[src/rtl/grc_pkg.sv]
// Shared types, constants and saturating helpers of the gap run counter.
package grc_pkg;

  localparam int PosBits      = 16;
  localparam int CntBits      = 16;
  localparam int IdxBits      = 6;
  localparam int UsedBits     = 7;
  localparam int TableEntries = 64;

  localparam logic [7:0] GapSymbol = 8'd45;

  typedef enum logic {
    OP_FEED = 1'b0,
    OP_READ = 1'b1
  } grc_op_e;

  typedef struct packed {
    grc_op_e             operation;
    logic [7:0]          symbol;
    logic                last_in_sequence;
    logic [IdxBits-1:0]  read_index;
  } grc_in_t;

  typedef struct packed {
    logic                run_closed;
    logic [PosBits-1:0]  run_start;
    logic [PosBits-1:0]  run_length;
    logic [IdxBits-1:0]  entry_index;
    logic [CntBits-1:0]  entry_count;
    logic                new_entry;
    logic                table_full;
    logic                entry_valid;
    logic [UsedBits-1:0] entries_used;
    logic [CntBits-1:0]  sequences_seen;
  } grc_out_t;

  // Lookup or read request that walks the row of table entries.
  typedef struct packed {
    logic                valid;
    logic                is_read;
    logic [PosBits-1:0]  start;
    logic [PosBits-1:0]  length;
    logic [IdxBits-1:0]  index;
    logic [CntBits-1:0]  count;
    logic                hit;
    logic                new_entry;
    logic [UsedBits-1:0] used;
  } grc_tok_t;

  function automatic logic [PosBits-1:0] pos_inc(input logic [PosBits-1:0] v);
    return (v == {PosBits{1'b1}}) ? v : v + PosBits'(1);
  endfunction

  function automatic logic [CntBits-1:0] cnt_inc(input logic [CntBits-1:0] v);
    return (v == {CntBits{1'b1}}) ? v : v + CntBits'(1);
  endfunction

endpackage

[src/rtl/grc_cell.sv]
// One table entry of the gap run counter, passing the request on to its neighbor.
module grc_cell import grc_pkg::*; #(
  parameter int CELL_INDEX = 0
) (
  input  logic     clk_i,
  input  logic     rst_ni,
  input  grc_tok_t tok_i,
  output grc_tok_t tok_o
);

  localparam logic [IdxBits-1:0]  MyIdx = IdxBits'(CELL_INDEX);
  localparam logic [UsedBits-1:0] MyPos = UsedBits'(CELL_INDEX);

  logic [PosBits-1:0] start_q, start_d;
  logic [PosBits-1:0] length_q, length_d;
  logic [CntBits-1:0] count_q, count_d;
  grc_tok_t           tok_q, tok_d;
  logic               in_use;
  logic               match;
  logic               free_slot;

  assign in_use    = MyPos < tok_i.used;
  assign match     = in_use && (start_q == tok_i.start) && (length_q == tok_i.length);
  assign free_slot = MyPos == tok_i.used;

  always_comb begin
    tok_d    = tok_i;
    start_d  = start_q;
    length_d = length_q;
    count_d  = count_q;
    if (tok_i.valid) begin
      if (tok_i.is_read) begin
        if ((tok_i.index == MyIdx) && in_use) begin
          tok_d.start  = start_q;
          tok_d.length = length_q;
          tok_d.count  = count_q;
          tok_d.hit    = 1'b1;
        end
      end else if (!tok_i.hit) begin
        if (match) begin
          count_d     = cnt_inc(count_q);
          tok_d.count = cnt_inc(count_q);
          tok_d.index = MyIdx;
          tok_d.hit   = 1'b1;
        end else if (free_slot) begin
          start_d         = tok_i.start;
          length_d        = tok_i.length;
          count_d         = CntBits'(1);
          tok_d.count     = CntBits'(1);
          tok_d.index     = MyIdx;
          tok_d.hit       = 1'b1;
          tok_d.new_entry = 1'b1;
        end
      end
    end
  end

  always_ff @(posedge clk_i or negedge rst_ni) begin
    if (!rst_ni) begin
      tok_q <= '0;
    end else begin
      tok_q <= tok_d;
    end
  end

  always_ff @(posedge clk_i) begin
    start_q  <= start_d;
    length_q <= length_d;
    count_q  <= count_d;
  end

  assign tok_o = tok_q;

endmodule

[config.mk]
export PLATFORM = sky130hd
export DESIGN_NAME = grc_cell
export DESIGN_NICKNAME = d
export VERILOG_FILES = /design/src/rtl/grc_pkg.sv /design/src/rtl/grc_cell.sv
export SDC_FILE = /design/constraint.sdc
export NUM_CORES = 1
export LEC_CHECK = 0
export BUFFER_PORTS_ARGS = -buffer_cell sky130_fd_sc_hd__buf_2
export CAP_MARGIN = 20
export CORE_ASPECT_RATIO = 0.7
export CORE_MARGIN = 2
export CORE_UTILIZATION = 46
export CTS_CLUSTER_DIAMETER = 30
export CTS_CLUSTER_SIZE = 25
export DETAILED_ROUTE_END_ITERATION = 16
export PLACE_DENSITY = 0.79
export SLEW_MARGIN = 0
export SYNTH_ARGS = -nofsm -noshare
export SYNTH_HDL_FRONTEND = slang
export SYNTH_SLANG_ARGS = --single-unit
[constraint.sdc]
create_clock -name clk_i -period 2.1 [get_ports clk_i]
set_input_delay 0.42 -clock clk_i [delete_from_list [all_inputs] [get_ports clk_i]]
set_output_delay 0.42 -clock clk_i [all_outputs]
set_load 0.02 [all_outputs]
## Word level (Yosys, flattened, before mapping)

Index checks and enable logic that the tools add are counted.
Widths: inputs -> output; s select.

| cells by class | value |
|---|---|
| magnitude comparators | 1 |
| bitwise operators | 3 |
| muxes and demuxes | 14 |
| equality and inequality tests | 3 |
| reduce and logical (&&, ||, !) cells | 8 |
| $add $sub $neg | 1 |

Operator list:

| kind | count |
|---|---|
| $mux 32 | 2 |
| $mux 56 | 1 |
| $mux 16 | 3 |
| $mux 24 | 2 |
| $mux 17 | 2 |
| $eq 16x16->1 | 2 |
| $mux 23 | 1 |
| $add 16x1->16 const B | 1 |
| $eq 16x16->1 const B | 1 |
| $logic_not 7->1 | 1 |
| $lt 1x7->1 const A | 1 |
| $logic_not 6->1 | 1 |
| $mux 6 | 1 |
| $reduce_and 5->1 | 1 |
| $reduce_and 4->1 | 1 |
| $logic_and 1x1->1 | 3 |
| $not 1->1 | 3 |
| $mux 1 | 2 |
| $reduce_bool 2->1 | 1 |

| word-level totals | value |
|---|---|
| flip-flop bits (word level) | 113 |
| input port bits | 67 |

## Logic depth before layout (Yosys ltp)

Gate-level depths: netlist of run 1.

| depth | value |
|---|---|
| depth after elaboration | 7 |
| gate-level depth with buffers | 8 |

## Least setup slack after synthesis of run 1

No wires, ideal clock.

| timing | value |
|---|---|
| path type | input to register |
| start | in tok_i[3] (netlist name) |
| end | reg length_q[0], enable pin |
| buffers on the path | 0 |
| slack | -1.497 ns |
| cell stages on the path | 3 |
| library setup time | 0.462 ns |
| arrival time | 3.135 ns |
| path through | nor4_2 -> nand2_1 -> nor3_1 |

| between the ends | value |
|---|---|
| cells in the longest elaborated chain, start to end | 5 |
| elaborated cells between the ends (all ways) | 6 |
| those cells by class | order compare (1); bitwise (1); reduce/logical (4) |

RTL lines:

| element | line | text |
|---|---|---|
| start: declaration | grc_cell.sv:7 | `input grc_tok_t tok_i,` |
| $lt 1x7->1 | grc_cell.sv:22 | `assign in_use = MyPos < tok_i.used;` |
| $logic_and 1x1->1 (2 in a row) | grc_cell.sv:23 | `assign match = in_use && (start_q == tok_i.start) && (length_q == tok_i.length);` |
| $not 1->1 (no line) | - |  |
| $reduce_and 5->1 (no line) * | - |  |
| end signal: assignment | grc_cell.sv:68 | `length_q <= length_d;` |
| end: declaration | grc_cell.sv:15 | `logic [PosBits-1:0] length_q, length_d;` |

Mark *: on every way between the ends. The rest lies on a longest branch, timed or not.
A chain may end at the register's enable or synchronous reset.

==> impl_metrics.csv, run 1 <==
group,metric,value,unit
layout,n_fill_cell,740,
placed_design,dpl.hpwl,9229,microns
pwr,intPower,4563,uW
routing,first_iter_violations,287,
routing,ant_nets,0,
timing,maxSlewViolCount,0,
clock_tree,clk_latency,0.40,ns
routing,wl_per_cell,18.29,microns
routing,drtPass1Iterations,5,
clock_tree,cts-root-buf,"clkbuf_16",
pwr,p_sw,1340,uW
clock_tree,tritoncts,"yes",
routing,drc_errors,0,
timing,post-route-period-util,107.6,%
pwr,swShare,22.70,%
layout,utilization,69.06,%
pwr,power_frac_clock,51.4,%
clock_tree,cts_made_buffers,17,
routing,via_count,3915,
timing,relSlewSlack,70.39,%
floorplan,num_rows,31,
worst_setup_path,cp-startpoint,"length_q[11]",
grt,grt_first_pass_wirelength,20690,microns
layout,num-nets-final,649,
worst_setup_path,crit_arrival,2.59,ns
pwr,pwr-share-seq,40.5,%
logic_synthesis,synthCells,368,
timing,hold_viol,0,
floorplan,die_x,126.9,microns
placed_design,place_congestion,0.9543,
logic_synthesis,syn-cell-area,4863,sq um
pwr,ir_drop,632.5,uV
worst_setup_path,worst-path-max-fanout,12,
pwr,pwr-share-comb,8.0,%
outcome,status,"finished with violations",
worst_setup_path,r2r-end,"tok_o[14]",
worst_setup_path,start_kind,"flop",
timing,fin_worst_skew,0.006117,ns
layout,layoutNonFillerInstCount,726,
logic_synthesis,async_reset_ff_share,57.52,%
worst_setup_path,endpoint_kind,"flop",
clock_tree,cts_sinks,113,
routing,routed_via_density,5.393,
floorplan,initial_core_util,47.14,%
floorplan,pin_count,132,
floorplan,die_h,90.03,microns
timing,finalSetupViolations,34,
hold_path,whs_path_depth,1,
logic_synthesis,yosysWarnings,0,
worst_setup_path,reg2reg_from,"length_q[11]",
clock_tree,cts_buffer_depth,2,
pwr,p_leak,0.003016,uW
worst_setup_path,crit_path_end,"tok_o[14]",
logic_synthesis,syn_nets,436,
timing,rsz0062_at_grt,"yes",
routing,wirelength,13280,microns
worst_setup_path,rr_worst_depth,8,
worst_setup_path,r2r_slack,-0.16,ns
layout,drive_above_1_share,52.69,%
grt,grt_max_degree,37,
logic_synthesis,synthFlopType,"dfrtp_1",
grt,overflow,0,
placed_design,io_buffers,131,
grt,track_usage,23.52,%
logic_synthesis,yosysTopAreaCellShare,33.44,%
timing,finalCriticalPeriod,2.260,ns
hold_path,hold_class,"in -> reg",
timing,setup_ws,-0.1597,ns
logic_synthesis,synth-seq-area-share,63.08,%
flow_run,cap_violations,0,
floorplan,die_area,11420,sq um
timing,fmaxAchievable,0.4425,GHz
floorplan,core_area,10320,sq um
timing,tightest_slew,0.4410,ns
logic_synthesis,synth_area_leaders,"dfrtp_1 33%, edfxtp_1 30%, mux2_2 7.6%",
logic_synthesis,ys_seq_elements,113,
grt,grt_antenna_before_repair,0,
grt,grt_pass1_vias,4163,
worst_setup_path,crit_type,"reg -> reg",
placed_design,dp_slack,-0.3588,ns
worst_setup_path,required,2.43,ns
logic_synthesis,synth-edff-count,48,
outcome,violations,"negative setup slack",
clock_tree,htreeDepth,4,
placed_design,placed_cells,684,
logic_synthesis,syn-mean-instance-area,13.22,sq um
pwr,p_per_area,828.4,nW/um^2
layout,antenna_cells,0,
clock_tree,clk_pin_slew,0.06,ns
logic_synthesis,synth_cell_types,48,
logic_synthesis,synth_top_area_cell,"dfrtp_1",
layout,syn_to_final_growth,46.51,%
==> power by group through the flow <==
stage          Clock [uW]  Combinational [uW]  Sequential (uW)
2_1_floorplan           0                98.1             2530
3_3_place_gp            0                 437             2430
3_5_place_dp            0                 451             2430
4_1_cts              3090                 464             2390
5_1_grt              3190                 509             2400
6_report             3040                 474             2390
==> cells in the final DEF, fill, tap and decap left out, types with 7 or more instances in the layout <==
cell type  netlist  routed
dfrtp_1         65      65
edfxtp_1        48      48
xor2_1          38      37
buf_12           0       8
nor2_1          23      21
and2_1          11      11
buf_4            0      66
nand2_1         16      14
nand4_1          7       7
inv_1            9       8
clkbuf_16        0      17
nor4_2           1       7
buf_2            8     131
o21ai_1          1       7
mux2_2          33      33
==> sequential cells by signal, summed over array words and instances, names as in the netlist <==
register	count
tok_o	65
count_q	16
length_q	16
start_q	16
==> cell families after synthesis <==
family / synth area share, %
compound gates: 6.895
fa+ha+maj: 0.2572
xor+xnor: 7.744
buf+inv: 2.058
flops: 63.08
simple gates: 12.12
mux: 7.847
==> routing by layer <==
metal  track usage [%]  vias to the layer above  share of wire (%)
met5                 0                        -                  0
met4             9.158                        0                1.4
met3             6.548                       22                7.1
met2             36.42                      183                 48
met1             31.65                     1932                 43
li1                  -                     1778                  -
==> Yosys cell counts, types with 2 or more instances <==
| master | n |
|---|---|
| a2111oi_0 | 3 |
| or4_1 | 2 |
| a21oi_1 | 7 |
| nand3_1 | 7 |
| a22oi_1 | 2 |
| and2_1 | 11 |
| dfrtp_1 | 65 |
| xnor2_1 | 5 |
| o211ai_1 | 6 |
| clkbuf_1 | 3 |
| nor2b_1 | 5 |
| a31oi_1 | 2 |
| a221o_1 | 5 |
| nand2_1 | 16 |
| mux2_2 | 33 |
| inv_1 | 9 |
| and3_1 | 4 |
| a211oi_1 | 2 |
| xor2_1 | 38 |
| nor3_1 | 3 |
| nor4_1 | 11 |
| buf_2 | 8 |
| or2_2 | 3 |
| and4_1 | 4 |
| o31ai_1 | 2 |
| o21ai_0 | 13 |
| o2111ai_1 | 3 |
| nor2_1 | 23 |
| edfxtp_1 | 48 |
| nand4_1 | 7 |
==> stage by stage <==
stage | setup TNS [ns] | hold slack [ns] | total power, uW | instance area [sq um]
6_report | -3.463 | 0.1395 | 5903 | 7126
5_1_grt | -7.961 | 0.1263 | 6096 | 7126
4_1_cts | -1.087 | 0.1250 | 5946 | 6985
3_5_place_dp | -9.614 | 0.3792 | 2884 | 6240
3_3_place_gp | -11.40 | 0.3721 | 2869 | 6240
2_1_floorplan | -0.1958 | 0.1244 | 2624 | 4890
==> worst max-delay path, cell delays in order (launching register included) <==
cell and delay [ns]:
edfxtp_1 0.44, xor2_2 0.20, nor4_4 0.31, buf_4 0.17, and4_4 0.24, nand3_4 0.09
buf_12 0.15, or4_1 0.49, nand3_1 0.10
==> layout make-up <==
class / instances / area (sq um) / share of cell area (%)
Inverter: 9 / 37.54 / 0.5268
Clock inverter: 15 / 210.2 / 2.950
Multi-Input combinational cell: 233 / 1887 / 26.48
Clock buffer: 17 / 425.4 / 5.970
Sequential cell: 113 / 3068 / 43.06
Tap cell: 132 / 165.2 / 2.318
Timing Repair Buffer: 207 / 1333 / 18.70
==> worst min-delay path by stage <==
stage / end / start / slack (ns)
after CTS: tok_o[4] / tok_i[4] / 0.12
after floorplan: tok_o[0] / rst_ni / 0.12
final: tok_o[4] / tok_i[4] / 0.14
after global placement: tok_o[10] / rst_ni / 0.37
after detailed placement: tok_o[27] / rst_ni / 0.38
after global routing: tok_o[4] / tok_i[4] / 0.13
==> repair_timing <==
action	in CTS	in global routing
gates cloned	0	0
endpoints found under the setup margin	38	46
hold buffers	1	0
hold endpoints to repair	15	0
gates resized for setup	17	30
setup buffers	5	4
pin swaps	2	7
No activity file was read; power rests on OpenSTA's default activity.
==> run 2: changes to the inputs <==
--- a/config.mk
+++ b/config.mk
@@ -12,4 +12,5 @@
 export CORE_UTILIZATION = 46
+export CTS_BUF_LIST = sky130_fd_sc_hd__clkbuf_4 sky130_fd_sc_hd__clkbuf_8
 export CTS_CLUSTER_DIAMETER = 30
-export CTS_CLUSTER_SIZE = 25
+export CTS_CLUSTER_SIZE = 12
 export DETAILED_ROUTE_END_ITERATION = 16
==> constraint.sdc (replaced) <==
create_clock -name clk_i -period 2.1 [get_ports clk_i]
set_input_delay 0.21 -clock clk_i [delete_from_list [all_inputs] [get_ports clk_i]]
set_output_delay 0.21 -clock clk_i [all_outputs]
set_load 0.02 [all_outputs]
==> run 2 against run 1 <==
Net effect:
- the run still ends with negative setup slack left
- sequential cell count is the same
- wire length grew 0.45%
- largest cell class unchanged
- final area is 0.67% lower
- total power fell by 21%
- sequential power is essentially flat
- via count up 1.1%
==> impl_metrics.csv, run 2 (synthesis results as in run 1) <==
group,metric,value,unit
timing,fin_worst_skew,0.01015,ns
timing,hold_viol,0,
timing,setup_ws,-0.06158,ns
outcome,status,"finished with violations",
worst_setup_path,crit_type,"reg -> reg",
clock_tree,htreeDepth,4,
placed_design,io_buffers,131,
hold_path,hold_end,"tok_o[26]",
routing,routed_via_density,5.270,
timing,finalSetupViolations,10,
placed_design,place_congestion,0.9347,
clock_tree,clk_pin_slew,0.07,ns
worst_setup_path,slowest_delay,0.40,ns
layout,final_common_cell,"buf_2",
layout,num-nets-final,673,
grt,grt_max_degree,44,
floorplan,die_x,126.9,microns
floorplan,core_area,10320,sq um
pwr,p_leak,0.003003,uW
worst_setup_path,r2r-end,"tok_o[13]",
routing,wirelength,13340,microns
grt,grt_antenna_before_repair,1,
floorplan,die_h,90.03,microns
worst_setup_path,path_delay_family,"simple AND/OR/NAND/NOR gates",
clock_tree,cts_sinks,113,
clock_tree,cts_made_buffers,17,
routing,drc_errors,0,
layout,largest_reg_flops,65,
pwr,p_per_area,662.5,nW/um^2
layout,syn_to_final_growth,45.54,%
routing,via_count,3958,
worst_setup_path,crit_arrival,2.45,ns
timing,tightest_slew,0.6116,ns
worst_setup_path,start_kind,"flop",
routing,drtPass1Iterations,5,
worst_setup_path,crit_chain,"xor2_1 > nor4_2 > buf_4 > and4_4 > buf_6 > a211oi_2 > or2_4 > a221o_1",
grt,grt_first_pass_wirelength,19840,microns
timing,hold_ws,0.03064,ns
routing,ant_nets,0,
clock_tree,clk_latency,0.41,ns
routing,first_iter_violations,200,
worst_setup_path,worst-path-max-fanout,5,
floorplan,initial_core_util,47.14,%
floorplan,num_rows,31,
routing,wl_per_cell,17.76,microns
hold_path,hp-start,"tok_i[26]",
flow_run,cap_violations,0,
timing,relSlewSlack,59.23,%
worst_setup_path,endpoint_kind,"flop",
hold_path,hold_class,"in -> reg",
grt,overflow,0,
timing,fmaxAchievable,0.4626,GHz
layout,utilization,68.60,%
outcome,violations,"negative setup slack",
timing,maxSlewViolCount,0,
floorplan,pin_count,132,
clock_tree,tritoncts,"yes",
worst_setup_path,reg2reg_from,"start_q[1]",
worst_setup_path,r2r_slack,-0.06,ns
timing,post-route-period-util,102.9,%
grt,grt_pass1_vias,3926,
pwr,ir_drop,383.3,uV
worst_setup_path,crit_slowest_cell,"edfxtp_1",
worst_setup_path,cp.buffers_inverters,2,
timing,rsz0062_at_grt,"yes",
floorplan,die_area,11420,sq um
worst_setup_path,required,2.39,ns
layout,drive_above_1_share,49.03,%
timing,finalCriticalPeriod,2.162,ns
grt,track_usage,22.72,%
clock_tree,cts_buffer_depth,2,
clock_tree,cts-root-buf,"clkbuf_8",
layout,final_cell_mix,"130 x buf_2, 65 x dfrtp_1, 57 x buf_4, 48 x edfxtp_1, 37 x xor2_1",
worst_setup_path,rr_worst_depth,8,
placed_design,dpl.hpwl,8709,microns
hold_path,whs_path_depth,2,
[run 2: changes by cell type in the layout (fill, tap and decap cells not counted), sizes merged]
cell and change:
clkinv +2, clkbuf +9, dlygate4sd3 +31, clkinvlp -4, buf -8, inv -2, diode +1, bufinv -4
[run 2: through the flow]
step	setup TNS, ns	instances	worst slack (ns)	area [sq um]	total power (uW)
2_1_floorplan	0	368	0.06932	4878	2623
3_3_place_gp	-4.758	678	-0.2168	6158	2859
3_5_place_dp	-4.942	678	-0.2415	6158	2870
4_1_cts	-0.4736	737	-0.07628	6839	4718
5_1_grt	-2.943	750	-0.1780	7076	4882
6_report	-0.3952	751	-0.06158	7078	4689
[run 2: cell type report]
class	count	area, sq um
clock inverter	7	37.54
inverter	9	37.54
timing repair buffer	231	1604
sequential	113	3068
antenna	1	2.502
fill	772	3239
multi-input combinational	233	1851
tap	132	165.2
clock buffer	25	312.8
[run 2: how the worst max path moves through the flow]
| stage | startpoint | to | slack (ns) | cells after the start |
|---|---|---|---|---|
| after CTS | start_q[5] | tok_o[13] | -0.08 | 8 |
| after floorplan | count_q[0] | count_q[1] | 0.07 | 7 |
| after global routing | length_q[5] | tok_o[13] | -0.18 | 8 |
| after detailed placement | length_q[5] | tok_o[15] | -0.24 | 8 |
| after global placement | length_q[5] | tok_o[17] | -0.22 | 8 |
| final | start_q[1] | tok_o[13] | -0.06 | 8 |
[run 2: report_power, final]
group	switching (uW)	leakage (uW)	total [uW]	internal [uW]
clock	838	0.000190	1800	963
sequential	21.1	0.00123	2390	2370
combinational	276	0.00158	497	222
total	1130	0.00300	4690	3550
[run 2: routing by layer]
layer	vias to the layer above	global-route usage (%)	share of wire (%)
met2	217	35.04	47
li1	1828	-	-
met5	-	0	0
met4	0	7.326	1.7
met1	1884	31.25	43
met3	29	6.548	8.5
[run 2: timing repair]
item                                    in CTS  in global routing
cloned                                       0                  1
pin swaps                                    6                 12
endpoints found under the hold margin       48                  5
gates resized for setup                     16                 33
hold buffers                                27                  5
endpoints found under the setup margin      50                 42
setup buffers                                0                  8
